==> src/ifhg_pkg.sv <==
// Package: shared types and constants for the IPv4 fragment header generator.
`timescale 1ns / 1ps
`default_nettype none

package ifhg_pkg;

  localparam int unsigned MTU_W       = 14;
  localparam int unsigned TTL_W       = 8;
  localparam int unsigned CFG_IDX_W   = 2;
  localparam int unsigned CFG_DATA_W  = 14;

  localparam logic [MTU_W-1:0] MTU_RESET = 14'd1500;
  localparam logic [TTL_W-1:0] TTL_RESET = 8'd64;
  localparam logic [MTU_W-1:0] MIN_STEP  = 14'd1032;
  localparam logic [15:0]      VER_IHL_WORD = 16'h4500;
  localparam logic [15:0]      IP_HDR_BYTES = 16'd20;

  localparam logic [CFG_IDX_W-1:0] REG_MTU = 2'd0;
  localparam logic [CFG_IDX_W-1:0] REG_TTL = 2'd1;

  typedef struct packed {
    logic [31:0] source_address;
    logic [31:0] dest_address;
    logic [7:0]  protocol_number;
    logic [15:0] payload_bytes;
    logic [6:0]  overhead_bytes;
  } ifhg_in_t;

  typedef struct packed {
    logic [12:0] offset_units;
    logic        more_fragments;
    logic [15:0] fragment_payload;
    logic [15:0] ip_total_length;
    logic [16:0] frame_length;
    logic [15:0] ident_value;
    logic [15:0] hdr_csum;
    logic        last_of_packet;
  } ifhg_out_t;

  typedef enum logic [1:0] {
    ST_IDLE,
    ST_SETUP,
    ST_FRAG,
    ST_FOLD
  } ifhg_state_t;

  typedef struct packed {
    logic load;
    logic setup;
    logic frag;
    logic emit;
  } ifhg_cmd_t;

  typedef struct packed {
    logic frag_last;
    logic out_free;
  } ifhg_status_t;

endpackage

`default_nettype wire

==> src/ifhg_ctrl.sv <==
// Controller: sequences packet setup, fragment build and checksum fold.
`timescale 1ns / 1ps
`default_nettype none

module ifhg_ctrl (
  input  wire                   clk,
  input  wire                   rst_n,
  input  wire                   in_valid,
  output logic                  in_ready,
  input  ifhg_pkg::ifhg_status_t status,
  output ifhg_pkg::ifhg_cmd_t    cmd
);
  import ifhg_pkg::*;

  ifhg_state_t state_r, state_nxt;

  always_ff @(posedge clk) begin
    if (!rst_n) begin
      state_r <= ST_IDLE;
    end else begin
      state_r <= state_nxt;
    end
  end

  always_comb begin
    state_nxt = state_r;
    case (state_r)
      ST_IDLE: begin
        if (in_valid) state_nxt = ST_SETUP;
      end
      ST_SETUP: state_nxt = ST_FRAG;
      ST_FRAG:  state_nxt = ST_FOLD;
      ST_FOLD: begin
        if (status.out_free) state_nxt = status.frag_last ? ST_IDLE : ST_FRAG;
      end
      default: state_nxt = ST_IDLE;
    endcase
  end

  always_comb begin
    cmd      = '0;
    in_ready = 1'b0;
    case (state_r)
      ST_IDLE: begin
        in_ready = 1'b1;
        cmd.load = in_valid;
      end
      ST_SETUP: cmd.setup = 1'b1;
      ST_FRAG:  cmd.frag  = 1'b1;
      ST_FOLD:  cmd.emit  = status.out_free;
      default: cmd = '0;
    endcase
  end

endmodule

`default_nettype wire

==> src/ifhg_datapath.sv <==
// Datapath: config registers, ident counter, fragment arithmetic and checksum.
`timescale 1ns / 1ps
`default_nettype none

module ifhg_datapath (
  input  wire                                clk,
  input  wire                                rst_n,
  input  ifhg_pkg::ifhg_in_t                 in_data,
  input  wire                                cfg_valid,
  input  wire [ifhg_pkg::CFG_IDX_W-1:0]      cfg_index,
  input  wire [ifhg_pkg::CFG_DATA_W-1:0]     cfg_data,
  input  ifhg_pkg::ifhg_cmd_t                cmd,
  output ifhg_pkg::ifhg_status_t             status,
  output logic                               out_valid,
  input  wire                                out_ready,
  output ifhg_pkg::ifhg_out_t                out_data
);
  import ifhg_pkg::*;

  logic [MTU_W-1:0] mtu_r;
  logic [TTL_W-1:0] ttl_r;
  logic [15:0]      ctr_r;

  ifhg_in_t         in_r;
  logic [15:0]      rem_r, off_r, ident_r;
  logic [MTU_W-1:0] step_r, limit_r;
  logic [18:0]      base_r;

  logic [15:0]      len_f_r, total_f_r;
  logic [12:0]      units_f_r;
  logic             last_f_r;
  logic [16:0]      frame_f_r;
  logic [19:0]      sum_f_r;

  logic             out_valid_r;
  ifhg_out_t        out_r;

  // setup arithmetic
  logic [16:0]      need;
  logic             fits;
  logic [MTU_W-1:0] room, step_raw, step, limit;
  logic [15:0]      ident_sel;
  logic [18:0]      base;

  // fragment arithmetic
  logic             last;
  logic [15:0]      len, total;
  logic [15:0]      flagoff;

  // fold
  logic [16:0]      fold1;
  logic [15:0]      fold2;

  assign need = {10'd0, in_r.overhead_bytes} + {1'b0, in_r.payload_bytes};
  assign fits = need <= {3'd0, mtu_r};

  always_comb begin
    room     = (mtu_r > {7'd0, in_r.overhead_bytes}) ?
               (mtu_r - {7'd0, in_r.overhead_bytes}) : '0;
    step_raw = {room[MTU_W-1:3], 3'b000};
    step     = (step_raw < MIN_STEP) ? MIN_STEP : step_raw;
    limit    = fits ? '1 : ((room > step) ? room : step);
    ident_sel = fits ? 16'd0 : ctr_r;
    base     = {3'd0, VER_IHL_WORD}
             + {3'd0, ttl_r, in_r.protocol_number}
             + {3'd0, in_r.source_address[31:16]}
             + {3'd0, in_r.source_address[15:0]}
             + {3'd0, in_r.dest_address[31:16]}
             + {3'd0, in_r.dest_address[15:0]}
             + {3'd0, ident_sel};
  end

  always_comb begin
    last    = rem_r <= {2'd0, limit_r};
    len     = last ? rem_r : {2'd0, step_r};
    total   = len + IP_HDR_BYTES;
    flagoff = {2'b00, ~last, off_r[15:3]};
  end

  assign fold1 = {1'b0, sum_f_r[15:0]} + {13'd0, sum_f_r[19:16]};
  assign fold2 = fold1[15:0] + {15'd0, fold1[16]};

  always_ff @(posedge clk) begin
    if (!rst_n) begin
      mtu_r <= MTU_RESET;
      ttl_r <= TTL_RESET;
    end else if (cfg_valid) begin
      if (cfg_index == REG_MTU) mtu_r <= cfg_data[MTU_W-1:0];
      if (cfg_index == REG_TTL) ttl_r <= cfg_data[TTL_W-1:0];
    end
  end

  // advance the identification counter only for packets that split
  always_ff @(posedge clk) begin
    if (!rst_n) begin
      ctr_r <= '0;
    end else if (cmd.setup && !fits) begin
      ctr_r <= ctr_r + 16'd1;
    end
  end

  always_ff @(posedge clk) begin
    if (cmd.load) in_r <= in_data;
    if (cmd.setup) begin
      rem_r   <= in_r.payload_bytes;
      off_r   <= '0;
      step_r  <= step;
      limit_r <= limit;
      ident_r <= ident_sel;
      base_r  <= base;
    end else if (cmd.frag && !last) begin
      rem_r <= rem_r - len;
      off_r <= off_r + len;
    end
    if (cmd.frag) begin
      len_f_r   <= len;
      total_f_r <= total;
      units_f_r <= off_r[15:3];
      last_f_r  <= last;
      frame_f_r <= {10'd0, in_r.overhead_bytes} + {1'b0, len};
      sum_f_r   <= {1'b0, base_r} + {4'd0, total} + {4'd0, flagoff};
    end
    if (cmd.emit) begin
      out_r.offset_units     <= units_f_r;
      out_r.more_fragments   <= ~last_f_r;
      out_r.fragment_payload <= len_f_r;
      out_r.ip_total_length  <= total_f_r;
      out_r.frame_length     <= frame_f_r;
      out_r.ident_value      <= ident_r;
      out_r.hdr_csum         <= ~fold2;
      out_r.last_of_packet   <= last_f_r;
    end
  end

  // hold the word until taken
  always_ff @(posedge clk) begin
    if (!rst_n) begin
      out_valid_r <= 1'b0;
    end else if (cmd.emit) begin
      out_valid_r <= 1'b1;
    end else if (out_ready) begin
      out_valid_r <= 1'b0;
    end
  end

  assign status.frag_last = last_f_r;
  assign status.out_free  = !out_valid_r || out_ready;
  assign out_valid        = out_valid_r;
  assign out_data         = out_r;

endmodule

`default_nettype wire

==> src/ipv4_fragment_header_generator.sv <==
// Top level: IPv4 fragment header generator.
`timescale 1ns / 1ps
`default_nettype none

// Takes one packet descriptor word and returns one header word per fragment,
// or a single unfragmented header (identification 0) when the frame fits the
// MTU. A descriptor goes through one setup step after acceptance, then each
// fragment takes two steps (fragment build, then checksum fold into the output
// register); the fold waits while the output register holds a word not taken.
// Up to 64 fragments per packet. The output register lets the final word of a
// packet wait while the next descriptor is taken. Configuration (index 0: MTU,
// index 1: TTL) is to be written only while the block is idle; the block does
// not enforce this itself. Other indices are ignored.
module ipv4_fragment_header_generator (
  input  wire                             clk,
  input  wire                             rst_n,
  input  wire                             in_valid,
  output logic                            in_ready,
  input  ifhg_pkg::ifhg_in_t              in_data,
  output logic                            out_valid,
  input  wire                             out_ready,
  output ifhg_pkg::ifhg_out_t             out_data,
  input  wire                             cfg_valid,
  output logic                            cfg_ready,
  input  wire [ifhg_pkg::CFG_IDX_W-1:0]   cfg_index,
  input  wire [ifhg_pkg::CFG_DATA_W-1:0]  cfg_data
);
  import ifhg_pkg::*;

  ifhg_cmd_t    cmd;
  ifhg_status_t status;

  assign cfg_ready = 1'b1;

  ifhg_ctrl u_ctrl (
    .clk      (clk),
    .rst_n    (rst_n),
    .in_valid (in_valid),
    .in_ready (in_ready),
    .status   (status),
    .cmd      (cmd)
  );

  ifhg_datapath u_datapath (
    .clk       (clk),
    .rst_n     (rst_n),
    .in_data   (in_data),
    .cfg_valid (cfg_valid),
    .cfg_index (cfg_index),
    .cfg_data  (cfg_data),
    .cmd       (cmd),
    .status    (status),
    .out_valid (out_valid),
    .out_ready (out_ready),
    .out_data  (out_data)
  );

endmodule

`default_nettype wire

==> config.mk <==
export PLATFORM = sky130hd
export DESIGN_NAME = ipv4_fragment_header_generator
export DESIGN_NICKNAME = d
export VERILOG_FILES = /design/src/ifhg_pkg.sv /design/src/ifhg_ctrl.sv /design/src/ifhg_datapath.sv /design/src/ipv4_fragment_header_generator.sv
export SDC_FILE = /design/constraint.sdc
export NUM_CORES = 1
export LEC_CHECK = 0
export ABC_AREA = 1
export BUFFER_PORTS_ARGS = -buffer_cell sky130_fd_sc_hd__buf_2
export CAP_MARGIN = 20
export CORE_ASPECT_RATIO = 1.4
export CORE_UTILIZATION = 25
export DETAILED_ROUTE_END_ITERATION = 7
export SETUP_SLACK_MARGIN = 0.1
export SYNTH_ARGS = -nofsm -noshare
export SYNTH_HDL_FRONTEND = slang
export SYNTH_HIERARCHICAL = 1
export SYNTH_SLANG_ARGS = --single-unit
export TNS_END_PERCENT = 20
==> constraint.sdc <==
create_clock -name clk -period 8.2 [get_ports clk]
set_input_delay 0.82 -clock clk [delete_from_list [all_inputs] [get_ports clk]]
set_output_delay 0.82 -clock clk [all_outputs]
set_load 0.01 [all_outputs]
==> impl_metrics.env, run 1 <==
export IMPL_status="finished, final reports clean"
export IMPL_crit_slowest_cell="fa_1"
export IMPL_grt_max_degree=73
export IMPL_cts_tree="yes"
export IMPL_cpPeakStageDelay_ns=0.48
export IMPL_viasPerCell=4.187
export IMPL_cts_inserted_buffers=45
export IMPL_clockBufferDepth=3
export IMPL_synth_edf_count=346
export IMPL_synth_top_area_share_pct=48.57
export IMPL_clock_skew_ns=0.02757
export IMPL_crit_type="register to register"
export IMPL_seqPwrFrac_pct=36.2
export IMPL_place_gp_congestion=0.8614
export IMPL_fin_crit_sh_pct=90.17
export IMPL_tns_ns=0
export IMPL_maxCapViolations=0
export IMPL_port_buffer_count=213
export IMPL_cp_arrival_ns=7.75
export IMPL_p_leak_nw=10.82
export IMPL_netlist_instances=1955
export IMPL_clock_sinks=403
export IMPL_drc=0
export IMPL_drtPass1Iterations=6
export IMPL_post_drt_wl_per_cell_um=16.79
export IMPL_antenna_found_initial=5
export IMPL_synthFlopType="edfxtp_1"
export IMPL_regArea_sq_um=11530
export IMPL_die_w_um=249.2
export IMPL_vias=13920
export IMPL_coreArea_sq_um=84500
export IMPL_path_max_fanout=12
export IMPL_grt_pass1_vias=14320
export IMPL_p_sw_share_pct=37.01
export IMPL_grt_overflow=0
export IMPL_switchingPower_mw=2.928
export IMPL_n_antenna_cell=0
export IMPL_multiInputGateArea_sq_um=8507
export IMPL_clkTransAtPathRegs_ns=0.06
export IMPL_min_path_type="primary input to register"
export IMPL_p_int_mw=4.983
export IMPL_clk_latency_ns=0.60
export IMPL_async_flop_share_pct=0
export IMPL_grtUsageTotal_pct=12.87
export IMPL_critPathTopFamily="adder cells"
export IMPL_cts_repair_resized=0
export IMPL_synth_cell_types=55
export IMPL_yosysWarningCount=6
export IMPL_finalPower_mw=7.910
export IMPL_drv_slew=0
export IMPL_initial_core_util_pct=25.31
export IMPL_synth_area_sq_um=21390
export IMPL_hold_buffers=0
export IMPL_clockPowerShare_pct=26.2
export IMPL_fmax_mhz=135.2
export IMPL_dpl_hpwl_mm=44.03
export IMPL_io_pins=215
export IMPL_final_area_sq_um=25280
export IMPL_area_delta_synth_final_pct=18.20
export IMPL_yosysSeqAreaShare_pct=53.91
export IMPL_yosys_area_top_type="edfxtp_1"
export IMPL_rows=126
export IMPL_relSlewSlack_pct=34.09
export IMPL_dr_first_iter_drc_count=625
export IMPL_dpl_cell_area_sq_um=23780
export IMPL_cts_setup_buffers=0
export IMPL_fp_dieH_um=348.1
export IMPL_ant_nets=0
export IMPL_end_kind="register"
export IMPL_dieArea_sq_um=86750
export IMPL_nFillCells=8727
export IMPL_ir_worst_vdd_mv=0.1522
export IMPL_worst_slew_pin_slew_ns=0.9886
export IMPL_synth_area_leaders="edfxtp_1 49%, fa_1 7.9%, ha_1 7.8%"
export IMPL_drt_wl_total_mm=55.81
export IMPL_power_density_nw_per_um2=312.9
export IMPL_min_period_ns=7.394
export IMPL_setup_viol=0
export IMPL_syn_area_per_cell_sq_um=10.94
export IMPL_crit_top_cell="inv_1"
export IMPL_hold_viol=0
export IMPL_htree_num_levels=2
export IMPL_drive_gt1_share_pct=16.32
export IMPL_crit_buf_inv=6
export IMPL_synth_seq_cells=403
export IMPL_crit_required_ns=8.56
export IMPL_fin_nets=2534
export IMPL_start_kind="register"
export IMPL_cts_root_buf="clkbuf_16"
export IMPL_rsz0062_at_grt="no"
export IMPL_grt_first_pass_wirelength_mm=84.67
export IMPL_p_comb_share_pct=37.6
[through the flow]
| stage | hold slack [ns] | instances | utilization, % | worst slack [ns] |
|---|---|---|---|---|
| floorplan | 0.4003 | 1961 | - | 1.106 |
| global placement | 0.4013 | 3242 | 28.14 | 0.3828 |
| detailed placement | 0.4045 | 3242 | 28.14 | 0.2865 |
| CTS | 0.3332 | 3325 | 29.90 | 0.2483 |
| global route | 0.3516 | 3325 | 29.92 | 0.1539 |
| finish | 0.3883 | 3325 | 29.92 | 0.8062 |
[registers in the layout, indices dropped and copies added, names as in the netlist, 14 cells and up]
signal                flops
u_datapath/in_r          95
u_datapath/out_data      94
u_datapath/sum_f_r       20
u_datapath/base_r        19
u_datapath/frame_f_r     17
u_datapath/ctr_r         16
u_datapath/ident_r       16
u_datapath/len_f_r       16
u_datapath/off_r         16
u_datapath/rem_r         16
u_datapath/limit_r       14
u_datapath/mtu_r         14
u_datapath/total_f_r     14
[metal layers]
layer / global-route usage (%) / part of all wire (%) / up-vias / wire, um
met3: 2.185 / 3.8 / 107 / 2107
met5: 0 / 0.030 / - / 17
li1: - / - / 7038 / -
met2: 23.56 / 51 / 288 / 28490
met4: 5.442 / 3.9 / 2 / 2166
met1: 14.65 / 41 / 6488 / 23030
[layout by cell type, fill, tap and decap left out, types with 27 or more instances in the layout]
master     instances
a21oi_1          116
buf_2            213
clkbuf_16         45
dfxtp_1           57
edfxtp_1         346
fa_1              84
ha_1             133
inv_1            323
nand2_1          317
nand3_1          112
nor2_1            83
nor3_1            27
o21ai_0           54
xor2_1            87
[worst reg2reg max path: cells and delay by family, from the launching register on]
kind,cells,cell delay [ns]
fa+ha+maj,9,3.16
compound gates,11,1.77
simple gates,12,1.34
flops,1,0.39
buf+inv,6,0.34
xor+xnor,1,0.15
[synth_stat cells, types with 9 or more instances]
| library cell | number |
|---|---|
| xnor2_1 | 19 |
| xor2_1 | 87 |
| dfxtp_1 | 57 |
| inv_1 | 323 |
| nor3_1 | 28 |
| a21o_1 | 10 |
| a21oi_1 | 116 |
| nand2_1 | 317 |
| edfxtp_1 | 346 |
| o21ai_0 | 57 |
| nand3_1 | 113 |
| nor2_2 | 10 |
| nor2_1 | 86 |
| nand4_1 | 18 |
| o21ai_2 | 9 |
| ha_1 | 133 |
| clkbuf_1 | 12 |
| nand2_2 | 15 |
| fa_1 | 84 |
[worst paths after layout]
path,slack [ns],cells past startpoint,start,end
worst max-delay path,0.81,39,u_datapath/in_r[0],u_datapath/base_r[15]
worst min-delay path,0.39,1,in_data[54],u_datapath/in_r[54]
worst max register to register,0.81,39,u_datapath/in_r[0],u_datapath/base_r[15]
worst min register to register,0.41,0,u_datapath/len_f_r[13],u_datapath/out_data[79]
[cell type report]
cell class	instances	area share, %
clock buffer	53	4.652
clock inverter	30	1.242
inverter	333	4.954
timing repair buffer	223	4.513
tap	1088	5.384
sequential	403	45.61
multi-input combinational	1195	33.65
[cells by family after synthesis]
| logic type | synth area share (%) |
|---|---|
| AOI/OAI and AO/OA | 6.733 |
| DFF | 53.91 |
| xor gates and xnor gates | 4.416 |
| other | 0.05264 |
| and+or+nand+nor | 12.59 |
| buffers and inverters | 6.657 |
| adders and majority gates | 15.64 |
[power groups by stage]
| stage | registers [mW] | clock network, mW | logic [mW] |
|---|---|---|---|
| floorplan | 2.84 | 0 | 2.22 |
| global placement | 2.91 | 0 | 2.97 |
| detailed placement | 2.91 | 0 | 3.00 |
| CTS | 2.87 | 2.15 | 3.02 |
| global route | 2.89 | 2.22 | 3.43 |
| finish | 2.86 | 2.07 | 2.98 |
Power figures use the tool's default switching activity.
==> run 2, diff against run 1 <==
--- a/config.mk
+++ b/config.mk
@@ -10,6 +10,7 @@
 export CAP_MARGIN = 20
 export CORE_ASPECT_RATIO = 1.4
 export CORE_UTILIZATION = 25
+export CTS_BUF_LIST = sky130_fd_sc_hd__clkbuf_8 sky130_fd_sc_hd__clkbuf_16
 export DETAILED_ROUTE_END_ITERATION = 7
 export SETUP_SLACK_MARGIN = 0.1
 export SYNTH_ARGS = -nofsm -noshare
==> impl_metrics.env, run 2 (synthesis gave the netlist of run 1 again) <==
export IMPL_initial_core_util_pct=25.31
export IMPL_coreArea_sq_um=84500
export IMPL_dr_first_iter_drc_count=625
export IMPL_ir_worst_vdd_mv=0.1522
export IMPL_fp_dieH_um=348.1
export IMPL_grt_pass1_vias=14320
export IMPL_drt_wl_total_mm=55.83
export IMPL_crit_top_cell="inv_1"
export IMPL_relSlewSlack_pct=34.09
export IMPL_power_density_nw_per_um2=312.6
export IMPL_post_drt_wl_per_cell_um=16.79
export IMPL_min_path_type="primary input to register"
export IMPL_drtPass1Iterations=5
export IMPL_htree_num_levels=2
export IMPL_crit_required_ns=8.56
export IMPL_io_pins=215
export IMPL_fin_nets=2534
export IMPL_drc=0
export IMPL_path_max_fanout=12
export IMPL_die_w_um=249.2
export IMPL_fin_crit_sh_pct=90.16
export IMPL_largest_reg_flops=95
export IMPL_crit_slowest_cell="fa_1"
export IMPL_crit_type="register to register"
export IMPL_hold_buffers=0
export IMPL_clockBufferDepth=3
export IMPL_clock_skew_ns=0.02758
export IMPL_port_buffer_count=213
export IMPL_end_kind="register"
export IMPL_setup_viol=0
export IMPL_cts_root_buf="clkbuf_16"
export IMPL_ant_nets=0
export IMPL_rows=126
export IMPL_rsz0062_at_grt="no"
export IMPL_final_cell_count_no_fill=3325
export IMPL_status="finished, final reports clean"
export IMPL_drive_gt1_share_pct=16.32
export IMPL_dp_slack_ns=0.2865
export IMPL_clkTransAtPathRegs_ns=0.06
export IMPL_utilization_pct=29.92
export IMPL_hold_slack_ns=0.3883
export IMPL_worstHoldStart="in_data[54]"
export IMPL_mostFrequentLayoutCells="346 x edfxtp_1, 329 x inv_1, 317 x nand2_1"
export IMPL_p_leak_nw=10.84
export IMPL_worst_slack_ns=0.8068
export IMPL_crit_buf_inv=6
export IMPL_drv_slew=0
export IMPL_vias=13920
export IMPL_top_register="u_datapath/in_r"
export IMPL_tns_ns=0
export IMPL_reg2reg_from="u_datapath/in_r[0]"
export IMPL_grt_overflow=0
export IMPL_maxCapViolations=0
export IMPL_place_gp_congestion=0.8614
export IMPL_cp_arrival_ns=7.75
export IMPL_finalPower_mw=7.904
export IMPL_n_antenna_cell=0
export IMPL_clock_sinks=403
export IMPL_viasPerCell=4.186
export IMPL_final_area_sq_um=25280
export IMPL_cpPeakStageDelay_ns=0.48
export IMPL_cts_inserted_buffers=45
export IMPL_startpoint="u_datapath/in_r[0]"
export IMPL_dpl_hpwl_mm=44.03
export IMPL_antenna_found_initial=5
export IMPL_fmax_mhz=135.3
export IMPL_hold_viol=0
export IMPL_area_delta_synth_final_pct=18.20
export IMPL_grt_max_degree=73
export IMPL_mostFrequentLayoutCell="edfxtp_1"
export IMPL_dieArea_sq_um=86750
export IMPL_cts_tree="yes"
export IMPL_clk_latency_ns=0.60
export IMPL_worst_slew_pin_slew_ns=0.9886
export IMPL_start_kind="register"
export IMPL_dpl_cell_area_sq_um=23780
export IMPL_critPathTopFamily="adder cells"
export IMPL_nFillCells=8727
export IMPL_grt_first_pass_wirelength_mm=84.67
export IMPL_grtUsageTotal_pct=12.87
export IMPL_dp_cells=3242
export IMPL_min_period_ns=7.393
-- run 2: cell count changes in the layout (fill, tap and decap cells not counted) --
cell | before | now
inv_1 | 323 | 329
clkbuf_1 | 6 | 0
-- run 2: final timing paths --
check	endpoint	slack (ns)	cells past startpoint
setup / recovery	u_datapath/base_r[15]	0.81	39
hold / removal	u_datapath/in_r[54]	0.39	1
setup reg to reg	u_datapath/base_r[15]	0.81	39
hold reg to reg	u_datapath/out_data[79]	0.41	0
-- run 2: timing repair --
action,CTS,global route
resized for setup,0,6
buffers inserted,0,0
endpoints found under the setup margin,0,6
-- run 2: area by class of cell --
class                      count  area (sq um)  area share [%]
timing repair buffer         223          1141           4.513
clock inverter                36         336.6           1.331
multi-input combinational   1195          8507           33.65
inverter                     333          1252           4.954
sequential                   403         11530           45.61
clock buffer                  47          1154           4.563
tap                         1088          1361           5.384
-- run 2: metal layers --
layer | vias up | global-route usage [%] | share of wire [%]
met5 | - | 0 | 0.030
met4 | 2 | 5.442 | 3.9
met3 | 107 | 2.185 | 3.8
met2 | 285 | 23.56 | 51
met1 | 6487 | 14.65 | 41
li1 | 7039 | - | -
-- run 2: power breakdown --
group	internal (mW)	total (mW)	switching, mW
Combinational	1.11	2.98	1.87
Clock	1.18	2.06	0.879
Sequential	2.68	2.86	0.184
==> run 3, diff against run 2 <==
--- a/config.mk
+++ b/config.mk
@@ -6,12 +6,12 @@
 export NUM_CORES = 1
 export LEC_CHECK = 0
 export ABC_AREA = 1
-export BUFFER_PORTS_ARGS = -buffer_cell sky130_fd_sc_hd__buf_2
 export CAP_MARGIN = 20
 export CORE_ASPECT_RATIO = 1.4
 export CORE_UTILIZATION = 25
 export CTS_BUF_LIST = sky130_fd_sc_hd__clkbuf_8 sky130_fd_sc_hd__clkbuf_16
 export DETAILED_ROUTE_END_ITERATION = 7
+export DONT_BUFFER_PORTS = 1
 export SETUP_SLACK_MARGIN = 0.1
 export SYNTH_ARGS = -nofsm -noshare
 export SYNTH_HDL_FRONTEND = slang
==> impl_metrics.env, run 3 (synthesis gave the netlist of run 1 again) <==
export IMPL_crit_required_ns=8.54
export IMPL_largest_reg_flops=95
export IMPL_power_density_nw_per_um2=332.4
export IMPL_p_leak_nw=10.11
export IMPL_cts_inserted_buffers=47
export IMPL_drtPass1Iterations=5
export IMPL_die_w_um=249.2
export IMPL_tns_ns=0
export IMPL_antenna_found_initial=4
export IMPL_rsz0062_at_grt="no"
export IMPL_grt_first_pass_wirelength_mm=82.63
export IMPL_min_path_type="primary input to register"
export IMPL_ir_worst_vdd_mv=0.2260
export IMPL_top_register="u_datapath/in_r"
export IMPL_vias=13300
export IMPL_path_max_fanout=34
export IMPL_place_gp_congestion=0.8511
export IMPL_end_kind="register"
export IMPL_cp_arrival_ns=7.83
export IMPL_worst_slew_pin_slew_ns=0.9946
export IMPL_htree_num_levels=2
export IMPL_dp_cells=3028
export IMPL_post_drt_wl_per_cell_um=17.67
export IMPL_ant_nets=0
export IMPL_hold_viol=0
export IMPL_r2r_slack_ns=0.71
export IMPL_area_delta_synth_final_pct=14.27
export IMPL_crit_slowest_cell="fa_1"
export IMPL_mostFrequentLayoutCells="346 x edfxtp_1, 332 x inv_1, 317 x nand2_1"
export IMPL_dpl_hpwl_mm=43.08
export IMPL_relSlewSlack_pct=33.70
export IMPL_drt_wl_total_mm=55.08
export IMPL_setup_viol=0
export IMPL_io_pins=215
export IMPL_fmax_mhz=133.6
export IMPL_coreArea_sq_um=84500
export IMPL_cts_root_buf="clkbuf_16"
export IMPL_rows=126
export IMPL_maxCapViolations=0
export IMPL_dr_first_iter_drc_count=692
export IMPL_cpPeakStageDelay_ns=0.48
export IMPL_port_buffer_count=0
export IMPL_crit_top_cell="nand2_1"
export IMPL_clk_latency_ns=0.59
export IMPL_viasPerCell=4.267
export IMPL_drc=0
export IMPL_mostFrequentLayoutCell="edfxtp_1"
export IMPL_clkTransAtPathRegs_ns=0.06
export IMPL_clock_skew_ns=0.01114
export IMPL_initial_core_util_pct=25.31
export IMPL_cts_setup_buffers=0
export IMPL_min_period_ns=7.486
export IMPL_fin_nets=2323
export IMPL_clockBufferDepth=3
export IMPL_hold_slack_ns=0.3173
export IMPL_grt_pass1_vias=13730
export IMPL_status="finished, final reports clean"
export IMPL_n_antenna_cell=0
export IMPL_cts_tree="yes"
export IMPL_grt_max_degree=70
export IMPL_final_cell_count_no_fill=3117
export IMPL_drv_slew=0
export IMPL_drive_gt1_share_pct=7.935
export IMPL_dieArea_sq_um=86750
export IMPL_fin_crit_sh_pct=91.30
export IMPL_grt_overflow=0
export IMPL_fp_dieH_um=348.1
export IMPL_clock_sinks=403
export IMPL_grtUsageTotal_pct=12.66
export IMPL_crit_type="register to register"
export IMPL_start_kind="register"
## run 3: cell count changes in the layout (fill, tap and decap cells not counted), sizes merged
cell / previous run / this run
clkinvlp: 2 / 3
buf: 223 / 10
bufinv: 5 / 9
clkinv: 20 / 12
clkbuf: 47 / 50
inv: 342 / 347
## run 3: path summary, 6_finish.rpt
kind / start / cells past startpoint / to
min reg2reg: u_datapath/ident_r[11] / 0 / u_datapath/out_data[28]
min: in_data[13] / 0 / u_datapath/in_r[13]
max: u_datapath/in_r[0] / 39 / u_datapath/base_r[14]
max reg2reg: u_datapath/in_r[0] / 39 / u_datapath/base_r[14]
## run 3: per-stage QoR
step / setup WS, ns / total power [mW] / instance area (sq um) / util [%]
6_report: 0.7137 / 8.124 / 24440 / 28.93
5_1_grt: 0.1224 / 8.725 / 24440 / 28.93
4_1_cts: 0.3061 / 8.243 / 24410 / 28.88
3_5_place_dp: 0.3323 / 5.898 / 22720 / 26.88
3_3_place_gp: 0.5870 / 5.865 / 22720 / 26.88
2_1_floorplan: 1.106 / 5.063 / 21410 / -
## run 3: critical path, delay by kind of cell (launching register included)
kind	cells	cell delay [ns]
fa+ha+maj	8	2.97
compound gates	11	1.82
simple gates	12	1.22
buf+inv	6	0.49
flops	1	0.40
xor+xnor	2	0.29
## run 3: layout make-up
| type | count | area (sq um) |
|---|---|---|
| Fill cell | 8689 | 60060 |
| Sequential cell | 403 | 11530 |
| Timing Repair Buffer | 10 | 100.1 |
| Tap cell | 1088 | 1361 |
| Inverter | 333 | 1252 |
| Clock inverter | 38 | 461.7 |
| Multi-Input combinational cell | 1195 | 8507 |
| Clock buffer | 50 | 1229 |
## run 3: power breakdown
| part | internal, mW | switching, mW |
|---|---|---|
| clock | 1.38 | 0.898 |
| combinational | 1.10 | 1.87 |
| sequential | 2.68 | 0.195 |
## run 3: repair_timing
item,CTS,global route
setup endpoints to repair,0,5
gates resized for setup,0,7
hold buffers,0,0
## run 3: routing by layer
metal	vias to the layer above	wire length, um	GRT usage [%]
met1	6281	22160	14.15
met2	296	28550	23.34
met4	4	1998	5.077
met5	-	17	0
met3	102	2354	2.536
li1	6618	-	-
